### src/hw/rtl/assert_macros.svh
// ---------------------------------------------------------------------------
// assert_macros.svh
// Short forms for the concurrent checks used in the RTL.
// ---------------------------------------------------------------------------
`ifndef ASSERT_MACROS_SVH
`define ASSERT_MACROS_SVH

// Same-cycle implication, off during reset
`define ASSERT_IMPLY(label, clk, rst, ante, cons) \
  label: assert property (@(posedge clk) disable iff (rst) (ante) |-> (cons)) \
    else $error("assertion failed");

// Next-cycle implication, off during reset
`define ASSERT_NEXT(label, clk, rst, ante, cons) \
  label: assert property (@(posedge clk) disable iff (rst) (ante) |=> (cons)) \
    else $error("assertion failed");

`endif

### src/hw/rtl/gsp_pkg.sv
// ---------------------------------------------------------------------------
// gsp_pkg
// Types and constants shared by the gamepad serial poller.
// ---------------------------------------------------------------------------
package gsp_pkg;

  // Poll sequencer phases
  typedef enum logic [2:0] {
    PH_IDLE       = 3'd0,
    PH_LATCH_HIGH = 3'd1,
    PH_LATCH_LOW  = 3'd2,
    PH_CLOCK_HIGH = 3'd3,
    PH_CLOCK_LOW  = 3'd4
  } phase_t;

  localparam int BIT_IDX_W       = 6;
  localparam int KEYPAD_BITS     = 16;
  localparam int KEYPAD_SKIP_POS = 14;

  // Register indexes (byte address / 4)
  localparam logic [2:0] REG_LATCH_HIGH = 3'd0;
  localparam logic [2:0] REG_LATCH_LOW  = 3'd1;
  localparam logic [2:0] REG_CLOCK_HIGH = 3'd2;
  localparam logic [2:0] REG_CLOCK_LOW  = 3'd3;
  localparam logic [2:0] REG_PLAYER     = 3'd4;

  localparam logic [2:0] PLAYER_MIN = 3'd1;
  localparam logic [2:0] PLAYER_MAX = 3'd4;

  // Configuration register file
  typedef struct packed {
    logic [7:0] latch_high_ticks;
    logic [7:0] latch_low_ticks;
    logic [7:0] clock_high_ticks;
    logic [7:0] clock_low_ticks;
    logic [2:0] player_number;
  } gsp_cfg_t;

  // Poll sequencer state
  typedef struct packed {
    phase_t                 phase;
    logic [7:0]             tick_count;
    logic [BIT_IDX_W-1:0]   bit_index;
    logic [15:0]            button_reg;
    logic [KEYPAD_BITS-1:0] keypad_reg;
    logic                   present_flag;
    logic                   connected_flag;
  } gsp_state_t;

endpackage

### src/hw/rtl/gsp_step.sv
// ---------------------------------------------------------------------------
// gsp_step
// One tick of the poll sequencer: next state and completion flag.
// ---------------------------------------------------------------------------
module gsp_step
  import gsp_pkg::*;
#(
  parameter int BUTTON_BITS = 16,
  parameter int TOTAL_BITS  = 32,
  parameter int DETECT_BIT  = 13
) (
  input  gsp_state_t st,
  input  gsp_cfg_t   cfg,
  input  logic       start_poll,
  input  logic       data_line,
  input  logic       keypad_line,
  output gsp_state_t st_next,
  output logic       done
);

  localparam logic [16:0] ONES_WIDE = (17'd1 << BUTTON_BITS) - 17'd1;
  localparam logic [15:0] ALL_ONES  = ONES_WIDE[15:0];

  // Store one sampled bit at shift position b
  function automatic gsp_state_t sample_bit(gsp_state_t s, logic [BIT_IDX_W-1:0] b,
                                            logic dl, logic kl);
    gsp_state_t r;
    logic [BIT_IDX_W-1:0] k;
    r = s;
    k = b - BIT_IDX_W'(BUTTON_BITS);
    if (b < BIT_IDX_W'(BUTTON_BITS)) begin
      if (dl) begin
        r.button_reg[b[3:0]] = 1'b1;
        if (b == BIT_IDX_W'(DETECT_BIT)) r.present_flag = 1'b1;
      end
    end else if (kl && k < BIT_IDX_W'(KEYPAD_BITS) && k != BIT_IDX_W'(KEYPAD_SKIP_POS)) begin
      r.keypad_reg[k[3:0]] = 1'b1;
    end
    return r;
  endfunction

  logic [7:0]           len;
  logic [7:0]           tick_inc;
  logic                 over;
  logic [BIT_IDX_W:0]   nxt;
  logic                 more;
  logic                 data_low;
  logic                 key_low;

  assign data_low = ~data_line;
  assign key_low  = ~keypad_line;
  assign tick_inc = st.tick_count + 8'd1;
  assign nxt      = {1'b0, st.bit_index} + (BIT_IDX_W+1)'(1);
  assign more     = (nxt < (BIT_IDX_W+1)'(BUTTON_BITS)) ||
                    (st.present_flag && nxt < (BIT_IDX_W+1)'(TOTAL_BITS));

  // Length of the current phase; zero counts as one
  always_comb begin
    unique case (st.phase)
      PH_LATCH_HIGH: len = cfg.latch_high_ticks;
      PH_LATCH_LOW:  len = cfg.latch_low_ticks;
      PH_CLOCK_HIGH: len = cfg.clock_high_ticks;
      PH_CLOCK_LOW:  len = cfg.clock_low_ticks;
      default:       len = 8'd1;
    endcase
    if (len == 8'd0) len = 8'd1;
  end

  assign over = (tick_inc >= len);

  // Sequencer next state
  always_comb begin
    st_next = st;
    done    = 1'b0;
    unique case (st.phase)
      PH_IDLE: begin
        if (start_poll) begin
          st_next.button_reg   = '0;
          st_next.keypad_reg   = '0;
          st_next.present_flag = 1'b0;
          st_next.bit_index    = '0;
          st_next.tick_count   = '0;
          st_next.phase        = PH_LATCH_HIGH;
        end
      end
      PH_LATCH_HIGH: begin
        st_next.tick_count = over ? 8'd0 : tick_inc;
        if (over) st_next.phase = PH_LATCH_LOW;
      end
      PH_LATCH_LOW: begin
        st_next.tick_count = over ? 8'd0 : tick_inc;
        if (over) begin
          st_next           = sample_bit(st_next, '0, data_low, key_low);
          st_next.bit_index = '0;
          st_next.phase     = PH_CLOCK_HIGH;
        end
      end
      PH_CLOCK_HIGH: begin
        st_next.tick_count = over ? 8'd0 : tick_inc;
        if (over) st_next.phase = PH_CLOCK_LOW;
      end
      PH_CLOCK_LOW: begin
        st_next.tick_count = over ? 8'd0 : tick_inc;
        if (over) begin
          if (more) begin
            st_next           = sample_bit(st_next, nxt[BIT_IDX_W-1:0], data_low, key_low);
            st_next.bit_index = nxt[BIT_IDX_W-1:0];
            st_next.phase     = PH_CLOCK_HIGH;
          end else begin
            st_next.connected_flag = ((st.button_reg & ALL_ONES) != ALL_ONES) ||
                                     st.present_flag;
            st_next.bit_index      = '0;
            st_next.phase          = PH_IDLE;
            done                   = 1'b1;
          end
        end
      end
      default: begin
        st_next.phase      = PH_IDLE;
        st_next.tick_count = '0;
      end
    endcase
  end

endmodule

### src/hw/rtl/gamepad_serial_poller.sv
// ---------------------------------------------------------------------------
// gamepad_serial_poller
// Latch/clock shift-register gamepad reader with keypad extension.
// ---------------------------------------------------------------------------
// Each input word is one tick of the timing base; every accepted word yields
// exactly one result word, which appears in the output register in the cycle
// after acceptance. The block takes one word per cycle as long as the result
// side keeps up: the single output register is the only stage, and s_tready
// stays high while it is empty or being drained. A poll spans
// latch_high + latch_low + n*(clock_high + clock_low) ticks for n bits
// (16, or 32 with the keypad extension present).
// ---------------------------------------------------------------------------
module gamepad_serial_poller
  import gsp_pkg::*;
#(
  parameter int BUTTON_BITS = 16,
  parameter int TOTAL_BITS  = 32,
  parameter int DETECT_BIT  = 13
) (
  input  logic        clk,
  input  logic        rst,
  // tick stream in
  input  logic        s_tvalid,
  output logic        s_tready,
  input  logic [7:0]  s_tdata,   // [0] start_poll, [1] data_line, [2] keypad_line
  // result stream out
  output logic        m_tvalid,
  input  logic        m_tready,
  output logic [47:0] m_tdata,   // [0] latch_out, [1] clock_out, [2] poll_done,
                                 // [18:3] buttons, [34:19] keypad_keys,
                                 // [35] keypad_present, [36] connected,
                                 // [39:37] player, [40] busy_res
  // configuration
  input  logic        psel,
  input  logic        penable,
  input  logic        pwrite,
  input  logic [4:0]  paddr,
  input  logic [31:0] pwdata,
  output logic [31:0] prdata,
  output logic        pready
);

  `include "assert_macros.svh"

  gsp_cfg_t   cfg;
  gsp_state_t st;
  gsp_state_t st_next;
  logic       done;
  logic       in_acc;
  logic       cfg_wr;
  logic [2:0] reg_idx;
  logic [40:0] res_next;
  logic [40:0] res;

  assign pready  = 1'b1;
  assign reg_idx = paddr[4:2];
  assign cfg_wr  = psel && penable && pwrite && pready;

  // Configuration registers
  always_ff @(posedge clk) begin
    if (rst) begin
      cfg.latch_high_ticks <= 8'd192;
      cfg.latch_low_ticks  <= 8'd72;
      cfg.clock_high_ticks <= 8'd96;
      cfg.clock_low_ticks  <= 8'd72;
      cfg.player_number    <= PLAYER_MIN;
    end else if (cfg_wr) begin
      unique case (reg_idx)
        REG_LATCH_HIGH: cfg.latch_high_ticks <= pwdata[7:0];
        REG_LATCH_LOW:  cfg.latch_low_ticks  <= pwdata[7:0];
        REG_CLOCK_HIGH: cfg.clock_high_ticks <= pwdata[7:0];
        REG_CLOCK_LOW:  cfg.clock_low_ticks  <= pwdata[7:0];
        REG_PLAYER: begin
          if (pwdata[2:0] >= PLAYER_MIN && pwdata[2:0] <= PLAYER_MAX)
            cfg.player_number <= pwdata[2:0];
        end
        default: ;
      endcase
    end
  end

  // Register readback
  always_comb begin
    unique case (reg_idx)
      REG_LATCH_HIGH: prdata = {24'd0, cfg.latch_high_ticks};
      REG_LATCH_LOW:  prdata = {24'd0, cfg.latch_low_ticks};
      REG_CLOCK_HIGH: prdata = {24'd0, cfg.clock_high_ticks};
      REG_CLOCK_LOW:  prdata = {24'd0, cfg.clock_low_ticks};
      REG_PLAYER:     prdata = {29'd0, cfg.player_number};
      default:        prdata = '0;
    endcase
  end

  // Sequencer step logic
  gsp_step #(
    .BUTTON_BITS (BUTTON_BITS),
    .TOTAL_BITS  (TOTAL_BITS),
    .DETECT_BIT  (DETECT_BIT)
  ) u_step (
    .st          (st),
    .cfg         (cfg),
    .start_poll  (s_tdata[0]),
    .data_line   (s_tdata[1]),
    .keypad_line (s_tdata[2]),
    .st_next     (st_next),
    .done        (done)
  );

  assign s_tready = !m_tvalid || m_tready;
  assign in_acc   = s_tvalid && s_tready;

  // Sequencer state
  always_ff @(posedge clk) begin
    if (rst) begin
      st.phase          <= PH_IDLE;
      st.tick_count     <= '0;
      st.bit_index      <= '0;
      st.button_reg     <= '0;
      st.keypad_reg     <= '0;
      st.present_flag   <= 1'b0;
      st.connected_flag <= 1'b0;
    end else if (in_acc) begin
      st <= st_next;
    end
  end

  // Result word from the post-tick state
  assign res_next = {
    st_next.phase != PH_IDLE,
    cfg.player_number,
    st_next.connected_flag,
    st_next.present_flag,
    st_next.keypad_reg,
    st_next.button_reg,
    done,
    st_next.phase == PH_CLOCK_HIGH,
    st_next.phase == PH_LATCH_HIGH
  };

  // Output register
  always_ff @(posedge clk) begin
    if (rst) begin
      m_tvalid <= 1'b0;
    end else if (in_acc) begin
      m_tvalid <= 1'b1;
    end else if (m_tready) begin
      m_tvalid <= 1'b0;
    end
  end

  always_ff @(posedge clk) begin
    if (in_acc) res <= res_next;
  end

  assign m_tdata = {7'd0, res};

  // Checks
  `ASSERT_NEXT(a_poll_start, clk, rst,
    in_acc && st.phase == PH_IDLE && s_tdata[0], st.phase == PH_LATCH_HIGH)
  `ASSERT_IMPLY(a_idle_clean, clk, rst,
    st.phase == PH_IDLE, st.tick_count == 8'd0 && st.bit_index == '0)
  `ASSERT_IMPLY(a_done_not_busy, clk, rst,
    m_tvalid && res[2], !res[40] && !res[0] && !res[1])
  `ASSERT_IMPLY(a_pins_busy, clk, rst,
    m_tvalid && (res[0] || res[1]), res[40])

endmodule

### config.mk
export PLATFORM = sky130hd
export DESIGN_NAME = gamepad_serial_poller
export DESIGN_NICKNAME = d
export VERILOG_FILES = /design/src/hw/rtl/gsp_pkg.sv /design/src/hw/rtl/gsp_step.sv /design/src/hw/rtl/gamepad_serial_poller.sv
export VERILOG_INCLUDE_DIRS = /design/src /design/src/hw/rtl
export SDC_FILE = /design/constraint.sdc
export NUM_CORES = 1
export LEC_CHECK = 0
export BUFFER_PORTS_ARGS = -buffer_cell sky130_fd_sc_hd__buf_2
export CAP_MARGIN = 25
export CORE_UTILIZATION = 45
export CTS_CLUSTER_DIAMETER = 120
export DETAILED_ROUTE_END_ITERATION = 12
export GPL_ROUTABILITY_DRIVEN = 0
export PLACE_DENSITY = 0.73
export RECOVER_POWER = 50
export SYNTH_ARGS = -nofsm -noshare
export SYNTH_HDL_FRONTEND = slang
export SYNTH_HIERARCHICAL = 1
export SYNTH_SLANG_ARGS = --single-unit
### constraint.sdc
create_clock -name clk -period 5.15 [get_ports clk]
set_input_delay 1.545 -clock clk [delete_from_list [all_inputs] [get_ports clk]]
set_output_delay 1.545 -clock clk [all_outputs]
set_load 0.05 [all_outputs]
* After elaboration in Yosys (flattened, before gate mapping) *
Index checks and enable logic that the tools add are counted.

word-level totals
  output and inout port bits = 83
  logic and storage cells = 106
  register bits = 128
  input bits = 52

operators by class
  $add $sub $neg = 3
  order comparisons = 11
  equal/unequal tests = 16
  bitwise operators = 3
  reduce and logical (&&, ||, !) cells = 27
  muxes and demuxes = 31

operator list
  kind                                                                    count
  39-bit one-hot mux with 3 select lines                                  1
  51-bit two-way mux                                                      2
  16-bit two-way mux                                                      4
  11-bit one-hot mux with 5 select lines                                  1
  50-bit two-way mux                                                      1
  8-bit one-hot mux with 5 select lines                                   1
  33-bit two-way mux                                                      1
  16-bit bitwise OR                                                       2
  8-bit one-hot mux with 4 select lines                                   1
  8-bit two-way mux                                                       2
  16-bit != test (second input constant)                                  1
  3-bit by 2-bit == test with 1-bit output (second input constant)        5
  6-bit by 5-bit < comparator with 1-bit output (second input constant)   2
  2-bit AND reduction                                                     6
  4-bit by 5-bit < comparator with 1-bit output (second input constant)   2
  1-bit two-way mux                                                       10
  3-bit by 1-bit == test with 1-bit output (second input constant)        3
  1-bit logical AND                                                       9
  8-bit by 1-bit adder with 8-bit output (second input constant)          1
  1-bit demux with 4-bit select                                           2
  4-bit by 1-bit >= comparator with 1-bit output (second input constant)  2
  8-bit >= comparator                                                     1
  8-bit logical NOT                                                       1
  6-bit by 1-bit adder with 7-bit output (second input constant)          1
  other kinds (22)                                                        29

* Longest topological paths before layout *
Gate-level depths: netlist of the first run.

  word-level depth = 13
  gate-level depth with buffers = 18
  gate-level depth less buffers = 15

* Modules after synthesis *
Netlist of the first run, hierarchy kept.

by module, submodules not included
  module                 sequential area each (um^2)  cells an instance  area each (um^2)  times used
  gamepad_serial_poller  2972.9                       492                5151.2            1
  gsp_step               0.0                          285                1771.7            1

* Worst setup path before layout of the first run *
No wires, ideal clock.

  path type = input port to output port
  start = input paddr[2]
  end = output prdata[0]
  path buffers = 3
  required time = 3.605 ns
  stages = 6
  path slack = 0.657 ns
  arrival time = 2.948 ns
  cell sequence = buf_2 > buf_6 > nor2_2 > buf_4 > a22oi_1 > o22ai_1

between the ends
  longest elaborated chain between the ends = 2
  elaborated cells on any way between the ends = 6
  those cells by class = eq/ne: 4; mux: 1; reduce/logical: 1

ends and longest elaborated chain
  item                                     RTL line                     source
  start, declared                          gamepad_serial_poller.sv:37  input logic [4:0] paddr,
  3-bit == test (tied with other cells)    gamepad_serial_poller.sv:84  unique case (reg_idx)
  8-bit one-hot mux with 5 select lines *  gamepad_serial_poller.sv:84
  end, declared                            gamepad_serial_poller.sv:39  output logic [31:0] prdata,

Mark *: on every way between the ends. The rest lies on a longest branch, timed or not.

* Worst setup path in the final report of the first run *
Ends and elaborated chain as after synthesis.

==> metrics, run 1 <==
status finished with violations; failing checks capacitance limit, slew limit; sw frac 27.3%; critical path arrival between 3 and 4 ns; Slew HR -66.6%; EDFF count, synth between 40 and 50; synth unique cells 70; placed wire-length estimate 10400 µm; Post-CTS Resized 0; Synth area leaders dfxtp_1 (25%), edfxtp_1 (18%), nand2_1 (5.3%), a21oi_1 (5.1%), mux2i_1 (5.1%); cells after synthesis between 700 and 800; main combinational cell family by area after synthesis compound AO/OA/AOI/OAI gates; Starting Density between 40% and 50%; Internal Power 1880 µW; cell taking the most area after synthesis dfxtp_1; number of global-route vias before repair 5273; most frequent cell after synthesis nand2_1; first drt pass iteration count 5; crit path buf inv count 2; Hold Violations, Final 0; post-synthesis compound-gate area fraction 18.1%; uppermost routed layer met4; Most used DFF post-synth dfxtp_1; register bit total from synthesis ~130; wl on met1 roughly 7300 µm; routed len/inst about 16 µm; WL final 16500 µm; via/cell ratio between 5 and 6; largest net degree at the start of global routing 66; fraction of registers with async set/reset 0%; final net count 880; Clock Sinks about 130; Tot Pwr between 2000 and 3000 µW; sequential area share after synthesis roughly 43%; CP max stage cell nor2_1; cts hold-fix bufs 0; f_max ~220 MHz; antenna violations before repair 0; # setup viols final 0; Net Sw Power 706 µW; clk_lat worst skew ~0.43 ns; Power Density 336 nW/µm²; layout cells sized above 1 between 10% and 20%; Synth Area in Adders ~2.3%; warnings from Yosys 6; top cells by count, synth nand2_1 (97), dfxtp_1 (87), a21oi_1 (70), nand3_1 (67), o21ai_0 (60); Synth Area in XOR/XNOR 1.63%; total gr overflow 0; Clk network pwr share between 40% and 50%; Setup Fix Bufs, Post-CTS 0; Worst setup SP type primary input; Routed Antenna Nets 0; Tmin final approximately 4.6 ns; post-synthesis simple-gate area fraction between 15 and 20%; number of max-cap violations 2; Leak Pwr 0.00284 µW; sequential power share 41.6%; Area growth syn-to-layout 11.3%; CTS tree done; Req. time, crit path approximately 3.6 ns; max incr delay on CP about 0.59 ns; CTS clk-pin slew, worst paths roughly 0.050 ns; num ports about 140; setup tns final 0 ns; mux cell area share after synthesis 7.99%; worst-margin pin slew ~2.5 ns; H-tree level count 4; via count around 5800; # rows 44; Max clock buf depth 2; CTS root buf clkbuf_16; DRC 0; Synth Area per Inst roughly 8.9 µm²; Layout Skew slightly above 0.008 ns; I/O Buffers between 70 and 80; critical path cell sequence buf_2, nor2_1, a22oi_1, o22ai_1, buf_2; Critical Path Fanout Max 14; Die Y between 100 and 150 µm; Core ar. between 10000 and 15000 µm²; Max VDD drop approximately 0.00024 V; CP Class in2out; unrepaired setup endpoints after global routing false; worst hold path class reg2reg; CP endpoint kind output port; Post-Syn Area just under 7000 µm²; die width between 100 and 150 µm; worst hold slack roughly 0.47 ns; routed wl met2 between 7000 and 8000 µm; first-pass GRT wire length approximately 27000 µm; GRT Total Usage a little over a fifth; cts bufs inserted 17; most frequent CP cell buf_2; Comb pwr share 11.5%; top cell type's share of synthesized area between 20% and 30%; met3 routed wirelength between 900 and 1000 µm; CP top delay family simple AND/OR/NAND/NOR gates; Iteration-0 DRC Markers roughly 610; max-slew violations 106; Final period util around nine tenths; die area 15900 µm²
[registers in the layout (all words and copies together), names as in the netlist]
signal / cells
cfg: 35
m_tvalid: 1
st: 51
res: 41
[metal layers]
| metal | global-route usage [%] | vias to the layer above |
|---|---|---|
| li1 | - | 2801 |
| met1 | 26.5 | 2777 |
| met2 | 34.6 | 196 |
| met3 | 5.10 | 35 |
| met4 | 9.50 | 0 |
| met5 | 0 | - |
[through the flow]
step | setup WS (ns) | area, µm² | cells | utilization [%]
floorplan | 0.657 | 7040 | 807 | -
global placement | 0.762 | 7140 | 977 | 48.4
detailed placement | 0.767 | 7190 | 979 | 48.7
CTS | 0.784 | 7780 | 1011 | 52.7
global route | 0.381 | 7700 | 1012 | 52.2
finish | 0.554 | 7700 | 1013 | 52.2
[cells by family (layout without fill, tap and decap cells)]
group	after synthesis	in the layout
AO/OA/AOI/OAI	209	209
AND/OR/NAND/NOR	253	253
other	2	33
flip-flops	128	128
XOR/XNOR	12	12
adder cells (fa/ha/maj)	13	13
multiplexers	48	48
buffers and inverters	112	133
[area by class of cell]
type	instances	area, µm²
inverter	20	75.1
tap	184	230
sequential	128	2970
fill	1394	7050
multi-input combinational	567	3430
clock inverter	13	161
timing repair buffer	81	395
antenna	1	2.50
clock buffer	19	433
[final timing paths]
check | endpoint | cells past startpoint | slack (ns) | from
worst min register to register | st[16] | 2 | 0.47 | st[16]
worst min-delay path | st[16] | 2 | 0.47 | st[16]
worst max-delay path | prdata[0] | 5 | 0.55 | paddr[2]
worst max register to register | st[33] | 12 | 0.84 | st[48]
[worst min-delay path: stages (launching register included)]
cell and delay, ns:
dfxtp_1 0.30, o21ai_0 0.06, a21oi_1 0.06
[power groups by stage]
stage	logic [µW]	clock network (µW)	registers, µW
floorplan	201	0	1150
global placement	293	0	1100
detailed placement	301	0	1100
CTS	302	1230	1070
global route	313	1280	1080
finish	297	1210	1070
[placed cells by master, fill, tap and decap left out, types with 3 or more instances in the layout]
master	Yosys	routed
nand2_1	97	97
dfxtp_1	87	87
a21oi_1	70	70
nand3_1	67	68
o21ai_0	60	60
clkbuf_1	35	48
edfxtp_1	41	41
mux2i_1	35	35
nor2_1	32	33
conb_1	2	32
buf_2	13	28
inv_1	18	18
clkbuf_16	0	17
o31ai_1	17	17
ha_1	13	13
nor2b_1	12	12
o21ai_1	11	11
a22oi_1	9	9
mux2_2	8	8
and2_1	7	7
o21ai_2	7	7
o22ai_1	6	6
nand4_1	6	6
xnor2_1	6	6
mux4_2	5	5
xor2_1	5	5
buf_4	37	4
clkinv_1	1	3
nand3b_1	3	3
and3_1	3	3
a41oi_1	3	3
a31oi_1	3	3
clkinvlp_4	0	3
bufinv_16	0	3
nor4_1	3	3
a22o_1	3	3
No activity file was read; power rests on OpenSTA's default activity.
==> run 2, diff against run 1 <==
--- a/config.mk
+++ b/config.mk
@@ -6,7 +6,7 @@
 export SDC_FILE = /design/constraint.sdc
 export NUM_CORES = 1
 export LEC_CHECK = 0
-export BUFFER_PORTS_ARGS = -buffer_cell sky130_fd_sc_hd__buf_2
+export BUFFER_PORTS_ARGS = -buffer_cell sky130_fd_sc_hd__buf_4
 export CAP_MARGIN = 25
 export CORE_UTILIZATION = 45
 export CTS_CLUSTER_DIAMETER = 120
==> constraint.sdc (replaced) <==
create_clock -name clk -period 5.6 [get_ports clk]
set_input_delay 1.68 -clock clk [delete_from_list [all_inputs] [get_ports clk]]
set_output_delay 1.68 -clock clk [all_outputs]
set_load 0.05 [all_outputs]
==> run 2 against run 1 <==
The flow still finishes with violations (capacitance limit, slew limit). Die area stayed put. Largest power group unchanged. Critical path type is now in2reg. Critical path depth is 1 lower. Cell area is 0.41% lower.
==> metrics, run 2 (synthesized netlist as in run 1, its figures left out) <==
Req. time, crit path 5.64 ns; number of max-cap violations 1; worst hold path class reg2reg; r2r worst-path depth 13; Hold Violations, Final 0; Slew HR -65.9%; routed len/inst around 16 µm; cts bufs inserted 17; Critical Path Fanout Max 52; Final period util roughly nine tenths; Tmin final 4.94 ns; CTS tree done; num ports 135; Biggest register st; Leak Pwr 0.00281 µW; max incr delay on CP 1.74 ns; commonest non-fill, non-tap cell in the layout nand2_1; worst r2r src st[48]; largest net degree at the start of global routing 66; Clock Sinks ~130; Setup Fix Bufs, Post-CTS 0; Post-CTS Resized 0; layout cells sized above 1 a little under an eighth; Hold EP st[2]; cts hold-fix bufs 0; unrepaired setup endpoints after global routing false; Starting Density between 40 and 50%; Hold Path Stages 2; clk_lat worst skew between 0.4 and 0.5 ns; antenna cells 0; via/cell ratio between 5 and 6; status finished with violations; critical path cell sequence clkbuf_1, inv_1, nor2_1, clkbuf_2; Largest register FFs 51; critical path arrival between 4 and 5 ns; final net count about 880; Core ar. 14800 µm²; via count 5804; max-slew violations 53; worst-margin pin slew ~2.5 ns; placed insts just under 1000; placed wire-length estimate between 10000 and 15000 µm; CTS clk-pin slew, worst paths roughly 0.050 ns; CTS root buf clkbuf_16; failing checks capacitance limit, slew limit; Worst setup SP type primary input; Max clock buf depth 2; setup tns final 0 ns; f_max about 200 MHz; H-tree level count 4; number of global-route vias before repair between 5000 and 6000; CP endpoint kind register; I/O Buffers 71; Top Registers st x51, res x41, cfg x35; # setup viols final 0; hold wc startpoint st[2]; die area 15900 µm²; final non-filler cell total 1009; DRC 0; first drt pass iteration count 8; first-pass GRT wire length around 27000 µm; CP Class in2reg; die width 126 µm; total gr overflow 0; worst flop-to-flop path endpoint st[33]; Area growth syn-to-layout 10.8%; Routed Antenna Nets 0; Die Y 126 µm; most frequent cells in the layout nand2_1 (97), dfxtp_1 (87), a21oi_1 (70); Layout Skew roughly 0.0099 ns; Max VDD drop approximately 0.00019 V; WL final about 16000 µm; CP max stage cell clkbuf_1; GRT Total Usage 21.1%; r2r setup slk 1.14 ns; Iteration-0 DRC Markers between 700 and 800; # rows 44; Power Density approximately 300 nW/µm²; antenna violations before repair 0
[run 2: changes by cell type in the layout (fill, tap and decap cells not counted), moves of 2 or more]
cell / previous run / this run
clkinv_2: 2 / 4
buf_2: 28 / 0
clkbuf_2: 1 / 3
bufinv_16: 3 / 1
clkinv_4: 2 / 4
buf_4: 4 / 30
clkinv_1: 3 / 1
[run 2: how the worst max path moves through the flow]
| stage | start | cells past startpoint | endpoint |
|---|---|---|---|
| 2_1_floorplan | paddr[2] | 6 | prdata[0] |
| 3_3_place_gp | paddr[3] | 5 | prdata[2] |
| 3_5_place_dp | paddr[3] | 5 | prdata[2] |
| 4_1_cts | paddr[3] | 5 | prdata[2] |
| 5_1_grt | s_tvalid | 4 | res[1] |
| 6_report | s_tvalid | 4 | res[40] |
[run 2: critical path: cells and delay by family]
family / cells / cell delay [ns]
buf+inv: 3 / 2.68
simple gates: 1 / 0.57
[run 2: area by class of cell]
| cell class | count | area, µm² |
|---|---|---|
| clock inverter | 13 | 116 |
| multi-input combinational | 567 | 3430 |
| timing repair buffer | 78 | 409 |
| fill | 1387 | 7080 |
| sequential | 128 | 2970 |
| inverter | 20 | 75.1 |
| clock buffer | 19 | 433 |
| tap | 184 | 230 |
[run 2: layer usage]
layer  share of wire, %  wire (µm)  GRT usage, %
met4                2.0        336          9.07
met1                 44       7250          26.9
met5                  0          0             0
met3                6.2       1020          5.23
met2                 48       7830          34.0
[run 2: metrics by stage]
| stage | instance area (µm²) | hold slack (ns) | setup slack (ns) | power [µW] | utilization (%) |
|---|---|---|---|---|---|
| detailed placement | 7330 | 0.467 | 1.06 | 1300 | 49.7 |
| finish | 7670 | 0.474 | 0.664 | 2290 | 52.0 |
| global placement | 7300 | 0.456 | 1.04 | 1290 | 49.5 |
| floorplan | 7040 | 0.445 | 0.837 | 1240 | - |
| global route | 7670 | 0.495 | 0.442 | 2360 | 52.0 |
| CTS | 7880 | 0.475 | 1.04 | 2320 | 53.4 |
[run 2: power by group]
part	leakage [µW]	switching [µW]	internal, µW
Sequential	0.00111	12.4	977
Combinational	0.00144	219	52.1
Clock	0.000263	421	609
Total	0.00281	653	1640
==> run 3, diff against run 2 <==
==> constraint.sdc (replaced) <==
create_clock -name clk -period 5.9 [get_ports clk]
set_input_delay 1.77 -clock clk [delete_from_list [all_inputs] [get_ports clk]]
set_output_delay 1.77 -clock clk [all_outputs]
set_load 0.05 [all_outputs]
==> run 3 against run 2 <==
The flow still finishes with violations (capacitance limit, slew limit). Clock power up 4%. First-iteration DRC count down 1.6%. Largest power group unchanged. Worst setup slack improved by 0.20 ns. Highest routed layer unchanged. Sequential power decreased by 5.1%.
==> metrics, run 3 (synthesized netlist as in run 1, its figures left out) <==
max-slew violations 53; num ports ~140; Leak Pwr 0.00284 µW; critical path arrival approximately 3.3 ns; Routed Antenna Nets 0; antenna cells 0; layout cells sized above 1 between 10% and 20%; CP endpoint kind output port; placed wire-length estimate ~11000 µm; WL final ~17000 µm; CTS clk-pin slew, worst paths 0.06 ns; total gr overflow 0; Core ar. 14800 µm²; status finished with violations; # rows 44; failing checks capacitance limit, slew limit; # setup viols final 0; I/O Buffers 71; Top Registers st x51, res x41, cfg x35; via/cell ratio 5.82; Layout Skew approximately 0.0073 ns; Iteration-0 DRC Markers 694; Critical Path Fanout Max 15; Slew HR -70.4%; pre-CTS setup slack around 1.2 ns; first drt pass iteration count 5; unrepaired setup endpoints after global routing false; Setup Fix Bufs, Post-CTS 0; CP Class in2out; H-tree level count 4; setup tns final 0 ns; worst hold path class reg2reg; CTS root buf clkbuf_16; r2r setup slk about 1.3 ns; die area roughly 16000 µm²; largest net degree at the start of global routing 66; first-pass GRT wire length 27400 µm; Power Density roughly 300 nW/µm²; Hold Violations, Final 0; Tot Pwr 2270 µW; Clock Sinks 128; GRT Total Usage 21.7%; cts hold-fix bufs 0; number of global-route vias before repair ~5300; Post-CTS Resized 0; Area growth syn-to-layout 11.7%; Max clock buf depth 2; Biggest register st; CTS tree done; clk_lat worst skew between 0.4 and 0.5 ns; Tmin final between 5 and 6 ns; antenna violations before repair 0; cts bufs inserted 17; f_max 199 MHz; Largest register FFs between 50 and 60; die width roughly 130 µm; Starting Density 46.9%; commonest non-fill, non-tap cell in the layout nand2_1; via count roughly 5900; number of max-cap violations 1; Final period util between 80% and 90%; Max VDD drop ~0.00021 V; worst-margin pin slew between 2 and 3 ns; DRC 0; final net count 876; fin worst setup slack roughly 0.87 ns; most frequent cells in the layout nand2_1 (97), dfxtp_1 (87), a21oi_1 (70); Die Y 126 µm; routed len/inst around 17 µm; Worst setup SP type primary input; Req. time, crit path 4.13 ns; Layout fillers around 1400
==> run 3: stage by stage <==
step           hold WS (ns)  area (µm²)  instances  utilization, %
5_1_grt               0.487        7730       1008            52.4
2_1_floorplan         0.445        7040        807               -
3_5_place_dp          0.462        7330        975            49.7
4_1_cts               0.470        7940       1007            53.8
6_report              0.469        7730       1008            52.4
3_3_place_gp          0.455        7290        973            49.4
==> run 3: final timing paths <==
| check | to | cells after the start | startpoint |
|---|---|---|---|
| worst max-delay path | prdata[2] | 5 | paddr[3] |
| worst min-delay path | st[16] | 2 | st[16] |
| worst max register to register | st[1] | 12 | st[48] |
| worst min register to register | st[16] | 2 | st[16] |
==> run 3: cell type report <==
cell class | instances | area [µm²] | area share (%)
clock inverters | 13 | 150 | 1.94
inverters | 20 | 75.1 | 0.971
flip-flops and latches | 128 | 2970 | 38.5
multi-input cells | 567 | 3430 | 44.4
well taps | 184 | 230 | 2.98
repair buffers | 77 | 414 | 5.36
clock buffers | 19 | 454 | 5.87
==> run 3: metal layers <==
metal | routed length (µm) | track usage (%) | vias up
met5 | 0 | 0 | -
met4 | 210 | 7.23 | 0
met3 | 1180 | 4.80 | 24
met2 | 8320 | 35.2 | 254
met1 | 7330 | 28.8 | 2800
li1 | - | - | 2788
==> run 3: power by group <==
part           switching [µW]  internal (µW)  total [µW]
Clock                     421            654        1070
Sequential               12.2            927         939
Combinational             209           50.4         260
==> run 3: critical path: stages <==
cell     delay (ns)
buf_4          0.18
nor2_1         0.63
a22oi_1        0.24
o22ai_1        0.19
buf_4          0.24
